### config.mk
export PLATFORM = sky130hd
export DESIGN_NAME = fet_init
export DESIGN_NICKNAME = d
export VERILOG_FILES = /design/src/rtl/fet_pkg.sv /design/src/rtl/fet_div.sv /design/src/rtl/fet_init.sv
export SDC_FILE = /design/constraint.sdc
export NUM_CORES = 1
export LEC_CHECK = 0
export ABC_AREA = 0
export BUFFER_PORTS_ARGS = -buffer_cell sky130_fd_sc_hd__buf_4
export CAP_MARGIN = 10
export CORE_MARGIN = 3
export CORE_UTILIZATION = 40
export CTS_BUF_LIST = sky130_fd_sc_hd__clkbuf_8
export DETAILED_ROUTE_END_ITERATION = 12
export HOLD_SLACK_MARGIN = 0.02
export SYNTH_ARGS = -nofsm -noshare
export SYNTH_HDL_FRONTEND = slang
export SYNTH_SLANG_ARGS = --single-unit
### constraint.sdc
create_clock -name clk -period 9 [get_ports clk]
set_input_delay 1.8 -clock clk [delete_from_list [all_inputs] [get_ports clk]]
set_output_delay 1.8 -clock clk [all_outputs]
set_load 0.01 [all_outputs]
### src/rtl/fet_pkg.sv
// Shared types and constants for the 2x2 Fisher exact test core.
`timescale 1ns / 1ps
package fet_pkg;

    localparam int MaxTotal = 1024;
    localparam int IdxW     = $clog2(MaxTotal + 1);
    localparam int LfW      = 33;
    localparam int ExpSteps = 25;
    localparam int ExpIdxW  = 5;
    localparam int QW       = 63;
    localparam int LogW     = 38;
    localparam int SumW     = 43;

    localparam logic [QW-1:0] OneQ62 = 63'h4000_0000_0000_0000;
    localparam logic [QW-1:0] ExpE0  =
        OneQ62 - (63'd1 << 42) + (63'd1 << 21) - 63'd1;

    localparam logic [1:0] OpTwo     = 2'd0;
    localparam logic [1:0] OpLess    = 2'd1;
    localparam logic [1:0] OpGreater = 2'd2;
    // unused code, treated as two-tailed
    localparam logic [1:0] OpSpare   = 2'd3;

    typedef struct packed {
        logic [1:0]  operation;
        logic [10:0] count_a;
        logic [10:0] count_b;
        logic [10:0] count_c;
        logic [10:0] count_d;
    } req_t;

    typedef struct packed {
        logic [32:0] p_value;
        logic        total_too_large;
    } rsp_t;

    typedef struct packed {
        logic            we;
        logic [IdxW-1:0] addr;
        logic [LfW-1:0]  data;
    } lf_wr_t;

endpackage

### src/rtl/fet_div.sv
// Bit-serial restoring divider, one quotient bit per cycle.
`timescale 1ns / 1ps
module fet_div (
    input  logic        clk,
    input  logic        rst_n,
    input  logic        start,
    input  logic [60:0] dividend,
    input  logic [21:0] divisor,
    output logic [60:0] quotient,
    output logic        done
);

    logic [5:0]  cnt_reg, cnt_next;
    logic        done_reg, done_next;
    logic [60:0] num_reg, num_next;
    logic [21:0] rem_reg, rem_next;
    logic [21:0] den_reg, den_next;
    logic [22:0] trial;
    logic        ge;

    always_comb
    begin
        trial     = {rem_reg, num_reg[60]};
        ge        = (trial >= {1'b0, den_reg});
        cnt_next  = cnt_reg;
        num_next  = num_reg;
        rem_next  = rem_reg;
        den_next  = den_reg;
        done_next = 1'b0;
        if (start)
        begin
            cnt_next = 6'd61;
            num_next = dividend;
            rem_next = '0;
            den_next = divisor;
        end
        else if (cnt_reg != 6'd0)
        begin
            rem_next  = ge ? 22'(trial - {1'b0, den_reg}) : trial[21:0];
            num_next  = {num_reg[59:0], ge};
            cnt_next  = cnt_reg - 6'd1;
            done_next = (cnt_reg == 6'd1);
        end
    end

    always_ff @(posedge clk or negedge rst_n)
    begin
        if (!rst_n)
        begin
            cnt_reg  <= '0;
            done_reg <= 1'b0;
        end
        else
        begin
            cnt_reg  <= cnt_next;
            done_reg <= done_next;
        end
    end

    always_ff @(posedge clk)
    begin
        num_reg <= num_next;
        rem_reg <= rem_next;
        den_reg <= den_next;
    end

    assign quotient = num_reg;
    assign done     = done_reg;

endmodule

### src/rtl/fet_init.sv
// Builds the ln(n!) table after reset from a fixed-point atanh series.
`timescale 1ns / 1ps
module fet_init (
    input  logic            clk,
    input  logic            rst_n,
    output fet_pkg::lf_wr_t wr,
    output logic            ready
);

    localparam logic [3:0] I_ZERO  = 4'd0;
    localparam logic [3:0] I_KST   = 4'd1;
    localparam logic [3:0] I_DIV0  = 4'd2;
    localparam logic [3:0] I_SER   = 4'd3;
    localparam logic [3:0] I_DIVJ  = 4'd4;
    localparam logic [3:0] I_DIVQ  = 4'd5;
    localparam logic [3:0] I_ACC   = 4'd6;
    localparam logic [3:0] I_WRITE = 4'd7;
    localparam logic [3:0] I_DONE  = 4'd8;

    logic [3:0]  state_reg, state_next;
    logic [fet_pkg::IdxW-1:0] k_reg, k_next;
    logic [21:0] qq_reg, qq_next;
    logic [60:0] t_reg, t_next;
    logic [7:0]  j_reg, j_next;
    logic [60:0] sum_reg, sum_next;
    logic [63:0] lnk_reg, lnk_next;
    logic [53:0] acc_reg, acc_next;
    logic [11:0] q_full;
    logic        div_start;
    logic [60:0] div_num;
    logic [21:0] div_den;
    logic [60:0] div_quot;
    logic        div_done;
    logic [63:0] lnk_rnd;
    logic [53:0] acc_rnd;

    fet_div u_div (
        .clk      (clk),
        .rst_n    (rst_n),
        .start    (div_start),
        .dividend (div_num),
        .divisor  (div_den),
        .quotient (div_quot),
        .done     (div_done)
    );

    always_comb
    begin
        q_full     = {k_reg, 1'b0} - 12'd1;
        lnk_rnd    = lnk_reg + (64'd1 << 18);
        acc_rnd    = acc_reg + (54'd1 << 19);
        state_next = state_reg;
        k_next     = k_reg;
        qq_next    = qq_reg;
        t_next     = t_reg;
        j_next     = j_reg;
        sum_next   = sum_reg;
        lnk_next   = lnk_reg;
        acc_next   = acc_reg;
        div_start  = 1'b0;
        div_num    = t_reg;
        div_den    = {14'd0, j_reg};
        wr.we      = 1'b0;
        wr.addr    = k_reg;
        wr.data    = acc_rnd[52:20];
        case (state_reg)
            I_ZERO:
            begin
                wr.we      = 1'b1;
                wr.addr    = '0;
                wr.data    = '0;
                k_next     = fet_pkg::IdxW'(1);
                state_next = I_KST;
            end
            I_KST:
            begin
                if (k_reg == fet_pkg::IdxW'(1))
                begin
                    state_next = I_ACC;
                end
                else
                begin
                    qq_next    = q_full[10:0] * q_full[10:0];
                    div_start  = 1'b1;
                    div_num    = 61'd1 << 60;
                    div_den    = {11'd0, q_full[10:0]};
                    j_next     = 8'd1;
                    sum_next   = '0;
                    state_next = I_DIV0;
                end
            end
            I_DIV0:
            begin
                if (div_done)
                begin
                    t_next     = div_quot;
                    state_next = I_SER;
                end
            end
            I_SER:
            begin
                if (t_reg == '0)
                begin
                    lnk_next   = lnk_reg + {3'd0, sum_reg};
                    state_next = I_ACC;
                end
                else
                begin
                    div_start  = 1'b1;
                    state_next = I_DIVJ;
                end
            end
            I_DIVJ:
            begin
                if (div_done)
                begin
                    sum_next   = sum_reg + div_quot;
                    div_start  = 1'b1;
                    div_den    = qq_reg;
                    state_next = I_DIVQ;
                end
            end
            I_DIVQ:
            begin
                if (div_done)
                begin
                    t_next     = div_quot;
                    j_next     = j_reg + 8'd2;
                    state_next = I_SER;
                end
            end
            I_ACC:
            begin
                acc_next   = acc_reg + {9'd0, lnk_rnd[63:19]};
                state_next = I_WRITE;
            end
            I_WRITE:
            begin
                wr.we = 1'b1;
                if (k_reg == fet_pkg::IdxW'(fet_pkg::MaxTotal))
                begin
                    state_next = I_DONE;
                end
                else
                begin
                    k_next     = k_reg + fet_pkg::IdxW'(1);
                    state_next = I_KST;
                end
            end
            I_DONE:
            begin
                state_next = I_DONE;
            end
            default:
            begin
                state_next = I_ZERO;
            end
        endcase
    end

    always_ff @(posedge clk or negedge rst_n)
    begin
        if (!rst_n)
        begin
            state_reg <= I_ZERO;
            k_reg     <= '0;
            lnk_reg   <= '0;
            acc_reg   <= '0;
        end
        else
        begin
            state_reg <= state_next;
            k_reg     <= k_next;
            lnk_reg   <= lnk_next;
            acc_reg   <= acc_next;
        end
    end

    always_ff @(posedge clk)
    begin
        qq_reg  <= qq_next;
        t_reg   <= t_next;
        j_reg   <= j_next;
        sum_reg <= sum_next;
    end

    assign ready = (state_reg == I_DONE);

endmodule

==> results.py, run 1 <==
metrics = {
    "global_routing": {
        "overflow": 0,
        "antenna_found_initial": 1,
        "grt_pass1_wl_microns": 120000,
        "grt_util_all_layers_pct": 18.7,
        "grt_max_degree": 83,
        "grt_pass1_vias": 23000,
    },
    "sta": {
        "min_period_over_period_pct": 84.4,
        "setup_viol": 0,
        "rsz0062_at_grt": "false",
        "hold_viol": 0,
        "min_period_ns": 7.60,
        "slew_headroom_pct": 34.6,
        "fin_setup_tns_ns": 0,
        "slew_violations": 0,
        "final.setup_skew_ns": 0.0400,
        "fmax_mhz": 132,
        "worst_pin_slew_ns": 0.977,
        "holdWs_ns": 0.477,
    },
    "drt": {
        "via_per_inst": 5.47,
        "wl_per_cell_microns": 17.0,
        "detail_route.first_pass.iterations": 5,
        "first_iter_violations": 1650,
        "ant_nets": 0,
        "routed_wl_microns": 74000,
        "drc_errors": 0,
        "vias": 23900,
    },
    "final_layout": {
        "nFillCells": 7304,
        "drive_gt1_share_pct": 6.39,
        "nNetsFinal": 3650,
        "regArea_sq_um": 10900,
        "syn2layout_area_growth_pct": 8.83,
        "final_cell_mix": "339 x nand2_1, 270 x nor2_1, 253 x ha_1, 246 x a21oi_1, 237 x inv_1",
        "mostFrequentLayoutCell": "nand2_1",
        "multiInputGateArea_sq_um": 17900,
        "largest_register_ffs": 64,
    },
    "setup_path": {
        "critPathLaunchType": "flip-flop",
        "worst_setup_path_end_kind": "flip-flop",
        "critPathKind": "flip-flop to flip-flop",
        "cp_max_fo": 16,
        "critPathMaxStageDelay_ns": 0.71,
        "required_ns": 9.42,
        "path_cells": "inv_1, ha_1, and2_1, xor2_1, inv_1, fa_1, fa_1, inv_1, fa_1, fa_1, inv_1, fa_1, inv_1, ha_1, a21oi_1, nor2b_1, o21ai_0, o31ai_1, o41ai_1, nor3_1, o31a_1, nor2_1, xnor2_1",
        "critPathArrivalTime_ns": 8.01,
        "slowest_stage": "dfrtp_1",
        "crit_family": "adder cells",
        "critPathBufInv": 5,
    },
    "yosys": {
        "synth_top_area_share_pct": 23.1,
        "synth_cell_types": 77,
        "synthCells": 3328,
        "synth_area_leaders": "edfxtp_1 23%, dfrtp_1 12%, ha_1 11%",
        "yosys_warnings": 0,
        "syn_area_sq_um": 30100,
        "async_flop_share_pct": 35.4,
        "avgSynthCellArea_sq_um": 9.06,
        "synth-seq-cells": 393,
        "syn_nets": 3645,
        "yosysSeqAreaShare_pct": 36.1,
        "synthFlopType": "edfxtp_1",
        "synth_edf_count": 232,
        "synth.largest_area_cell": "edfxtp_1",
    },
    "place": {
        "place.gp.congestion": 0.883,
        "portBuffers": 47,
        "dpl.hpwl_microns": 55300,
    },
    "run": {
        "drv_cap": 0,
    },
    "floorplan": {
        "die_h_microns": 280,
        "io_pins": 48,
        "initial_core_util_pct": 40.4,
        "coreArea_sq_um": 74600,
        "rows": 100,
        "die_x_microns": 280,
        "die-area_sq_um": 78700,
    },
    "clock_tree": {
        "cts_setup_buffers": 0,
        "clk_pin_slew_ns": 0.07,
        "root_buffer": "clkbuf_8",
        "cts_hold_buf": 0,
        "cts_buffers": 75,
        "cts_tree": "done",
        "clockBufferDepth": 3,
        "clkLatencyLatePin_ns": 0.68,
        "cts_resized": 0,
        "cts-htree-levels": 3,
        "cts_sinks": 393,
    },
    "min_path": {
        "hold_path.class": "flip-flop to flip-flop",
    },
    "power": {
        "power.density_nw_per_um2": 110,
        "vdd_drop_max_mv": 0.0731,
        "power_leakage_nw": 15.6,
    },
    "run_status": {
        "outcome": "finished clean",
    },
}
-- cell families after synthesis --
family          after synthesis  share of synthesized area, %
compound gates              919                          19.6
mux                          16                         0.556
buf+inv                     356                          4.48
flops                       393                          36.1
fa+ha+maj                   315                          14.6
xor+xnor                    292                          8.49
other cells                   2                        0.0249
simple gates               1035                          16.1
-- cell type report --
cell class              count  share of cell area (%)
diodes                      2                  0.0153
clock buffers              81                    3.40
clock inverters            57                   0.919
multi-input cells        2579                    54.7
repair buffers             70                    1.61
well taps                 969                    3.70
flip-flops and latches    393                    33.2
inverters                 214                    2.45
-- worst paths after layout --
| check | slack [ns] | end | startpoint | cells after the start |
|---|---|---|---|---|
| setup / recovery | 1.40 | qq_reg[21] | k_reg[0] | 23 |
| hold / removal | 0.48 | u_div.rem_reg[16] | u_div.rem_reg[15] | 2 |
| setup reg to reg | 1.40 | qq_reg[21] | k_reg[0] | 23 |
| hold reg to reg | 0.48 | u_div.rem_reg[16] | u_div.rem_reg[15] | 2 |
| max in group asynchronous | 6.50 | lnk_reg[57] | rst_n | 2 |
| min in group asynchronous | 1.20 | acc_reg[1] | rst_n | 1 |
-- worst min-delay path: stages, from the launching register on --
cell and delay (ns):
dfxtp_1 0.32, nand2_1 0.06, a21oi_1 0.05
-- through the flow --
stage	cells	util [%]	worst slack [ns]	instance area, sq um	power [mW]
finish	4365	44.0	1.40	32800	3.60
global placement	4225	42.1	1.63	31400	1.94
floorplan	3328	-	2.23	30100	1.93
global route	4364	44.0	0.928	32800	3.74
detailed placement	4225	42.1	1.44	31400	1.94
CTS	4363	44.0	1.40	32800	3.67
-- layer usage --
layer  GRT usage (%)  routed length, microns  vias up
met3            2.80                    3070      129
met2            29.8                   33000      473
met5               0                       0        -
met1            26.3                   36100    11300
li1                -                       -    12000
met4            5.49                    1780        0
-- cell usage after synthesis (8+ instances only) --
library cell / n
nand2_1: 341
nor2_1: 271
ha_1: 253
a21oi_1: 246
o21ai_0: 235
edfxtp_1: 232
inv_1: 211
xnor2_1: 164
dfrtp_1: 139
clkbuf_1: 130
xor2_1: 128
a21o_1: 121
nand4_1: 81
nand3_1: 75
fa_1: 62
a22o_1: 59
nor3_1: 53
o21bai_1: 47
and3_1: 44
nor2b_1: 30
nor4_1: 30
a31oi_1: 28
o21a_1: 27
or3_1: 25
o31ai_1: 24
dfxtp_1: 22
a211oi_1: 21
nand2b_1: 18
and2_1: 17
a221o_1: 14
o211ai_1: 14
or2_2: 14
a21boi_0: 12
a211o_1: 10
mux2i_1: 10
nor3b_1: 10
and4_1: 8
-- where the power goes --
part / internal (mW) / switching, mW
sequential: 1.89 / 0
clock: 0.868 / 0.822
combinational: 0.000694 / 0.0127
total: 2.76 / 0.835
No activity file was read; power rests on OpenSTA's default activity.
==> run 2, diff against run 1 <==
- ABC_AREA: 0 -> 1
- clock period: 9 -> 6.25 ns (I/O delays scaled with it)
==> run 2 against run 1 <==
  * Hold slack lost 0.010 ns
  * Routed wire length grew 76%
  * Synthesized cell count grew 70%
  * Sequential cell count did not move
  * Global-route usage up 8.4 points
  * Via count up 52%
  * Area after synthesis up 22%
  * Setup slack lost 1.0 ns
  * Maximum frequency grew 30%
  * Critical endpoint is now qq_reg[20]
  * Largest power group is now the clock network
  * Highest routed layer is now met5
==> results.py, run 2 <==
metrics = {
    "run_status": {
        "outcome": "finished clean",
    },
    "yosys": {
        "yosysSeqAreaShare_pct": 29.6,
        "synthFlopType": "edfxtp_1",
        "syn_nets": 5988,
        "avgSynthCellArea_sq_um": 6.49,
        "synth.largest_area_cell": "nand2_1",
        "synth_cell_types": 57,
        "syn_area_sq_um": 36800,
        "synthCells": 5671,
        "async_flop_share_pct": 35.4,
        "synth_edf_count": 232,
        "synth_top_area_share_pct": 19.6,
        "yosysMostFrequentCell": "nand2_1",
        "synth_commonest_cells": "1917 x nand2_1, 1063 x inv_1, 568 x nor2_1",
        "yosys_warnings": 0,
        "synth-seq-cells": 393,
        "synth_area_leaders": "nand2_1 20%, edfxtp_1 19%, inv_1 11%",
    },
    "final_layout": {
        "largest_register_ffs": 64,
        "fin_util_pct": 44.5,
        "syn2layout_area_growth_pct": 9.57,
        "mostFrequentLayoutCell": "nand2_1",
        "nNetsFinal": 6084,
        "final_cell_mix": "1917 x nand2_1, 1085 x inv_1, 565 x nor2_1, 318 x nand3_1, 282 x a21oi_1",
        "drive_gt1_share_pct": 4.77,
        "layout.cells.non_filler": 7009,
        "nFillCells": 9648,
    },
    "drt": {
        "via_per_inst": 5.17,
        "ant_nets": 0,
        "first_iter_violations": 3424,
        "detail_route.first_pass.iterations": 6,
        "wl_per_cell_microns": 18.6,
        "vias": 36300,
        "routed_wl_microns": 130000,
        "drc_errors": 0,
    },
    "sta": {
        "fmax_mhz": 171,
        "min_period_over_period_pct": 93.8,
        "hold_viol": 0,
        "slew_headroom_pct": 24.3,
        "worst_pin_slew_ns": 1.14,
        "worst_slack_ns": 0.387,
        "slew_violations": 0,
        "setup_viol": 0,
        "fin_setup_tns_ns": 0,
        "min_period_ns": 5.86,
        "final.setup_skew_ns": 0.0487,
    },
    "place": {
        "portBuffers": 47,
        "dpl.cell_count": 6859,
        "place.gp.congestion": 0.988,
        "dpl.hpwl_microns": 106000,
        "preCtsSetupSlack_ns": 0.147,
    },
    "global_routing": {
        "overflow": 0,
        "grt_util_met2_pct": 39.7,
        "grt-busiest-layer": "met1",
        "grt_max_degree": 86,
        "grt_pass1_wl_microns": 197000,
        "antenna_found_initial": 4,
        "grt_pass1_vias": 33100,
        "grtUsageMet3_pct": 6.27,
        "grt_util_all_layers_pct": 27.1,
        "met1_usage_pct": 39.9,
    },
    "power": {
        "power.density_nw_per_um2": 142,
        "power_mw": 5.71,
        "vdd_drop_max_mv": 0.131,
        "power_leakage_nw": 21.5,
    },
    "clock_tree": {
        "root_buffer": "clkbuf_8",
        "clkLatencyLatePin_ns": 0.74,
        "cts_buffers": 78,
        "clk_pin_slew_ns": 0.07,
        "clockBufferDepth": 3,
        "cts_hold_buf": 0,
        "cts_tree": "done",
        "cts_sinks": 393,
        "cts-htree-levels": 3,
    },
    "floorplan": {
        "rows": 110,
        "coreArea_sq_um": 90600,
        "initial_core_util_pct": 40.6,
        "io_pins": 48,
        "die_x_microns": 309,
        "die-area_sq_um": 95600,
        "die_h_microns": 309,
    },
    "setup_path": {
        "cp_max_fo": 5,
        "required_ns": 6.71,
        "critPathLaunchType": "flip-flop",
        "critPathKind": "flip-flop to flip-flop",
        "worst_setup_path_end_kind": "flip-flop",
        "critPathArrivalTime_ns": 6.32,
    },
    "run": {
        "drv_cap": 0,
    },
    "min_path": {
        "hold_path.class": "flip-flop to flip-flop",
    },
}
==> run 2: cell types whose count changed after synthesis, sizes merged, moves of 62 or more <==
cell and change:
xor2 -62, a21o -111, xnor2 -104, nand2 +1584
clkbuf -93, nor2 +311, inv +865, nand3 +252
==> run 2: metrics by stage <==
stage,cell area (sq um),hold slack (ns)
after floorplan,36800,0.441
after global placement,38600,0.460
after detailed placement,38600,0.460
after CTS,40300,0.471
after global routing,40300,0.490
final,40300,0.466
==> run 2: layout make-up <==
cell class	instances	area, sq um	share of cell area [%]
multi-input combinational	4130	21500	53.5
inverter	1081	4060	10.1
sequential	393	10900	27.0
clock inverter	63	573	1.42
antenna	1	2.50	0.00621
tap	1176	1470	3.65
clock buffer	82	1130	2.80
timing repair buffer	83	639	1.59
==> run 2: final timing paths <==
check                                  startpoint                 to  slack, ns  depth (start not counted)
worst max-delay path                     k_reg[2]         qq_reg[20]       0.39                         26
worst min-delay path            u_div.rem_reg[14]  u_div.rem_reg[14]       0.47                          2
worst max register to register           k_reg[2]         qq_reg[20]       0.39                         26
worst min register to register  u_div.rem_reg[14]  u_div.rem_reg[14]       0.47                          2
max in group asynchronous                   rst_n        lnk_reg[63]       4.79                          2
min in group asynchronous                   rst_n        acc_reg[50]       0.50                          1
==> run 2: worst max-delay path: stages, from the launching register on <==
cell	delay, ns
dfrtp_2	0.44
inv_2	0.10
nand2_1	0.08
nor2_1	0.12
inv_1	0.08
o41ai_1	0.27
nand2_1	0.16
inv_1	0.10
nor2_1	0.08
fa_1	0.48
inv_1	0.05
fa_1	0.53
inv_1	0.06
fa_1	0.51
fa_1	0.54
inv_1	0.05
fa_1	0.52
inv_1	0.04
ha_1	0.35
a21oi_1	0.27
o21ai_0	0.14
a21oi_1	0.14
o21ai_1	0.09
buf_4	0.16
nand2_1	0.05
nand2_1	0.05
xor2_1	0.14
==> run 2: cells by family (layout without fill, tap and decap cells) <==
family / after synthesis / count (layout) / share of synthesized area (%)
simple gates: 3063 / 3063 / 34.5
buf+inv: 1148 / 1309 / 11.9
other cells: 2 / 3 / 0.0204
xor+xnor: 126 / 126 / 3.00
flops: 393 / 393 / 29.6
fa+ha+maj: 315 / 315 / 12.0
compound gates: 624 / 624 / 8.98
==> run 2: repair_timing <==
item                       in CTS  in global routing
gates resized for setup         0                 10
setup buffers                   0                  4
setup endpoints to repair       0                  8
hold endpoints to repair        0                  0
==> run 2: power breakdown <==
group	internal, mW	switching [mW]	total, mW	leakage (nW)
clock	1.65	1.31	2.96	0.960
sequential	2.73	0	2.73	4.23
combinational	0.00189	0.0202	0.0221	16.3
==> run 2: routing by layer <==
layer  wire length, microns  part of all wire (%)
met3                  12000                   9.2
met1                  61600                    47
met4                   3230                   2.5
met2                  53600                    41
met5                     19                 0.015
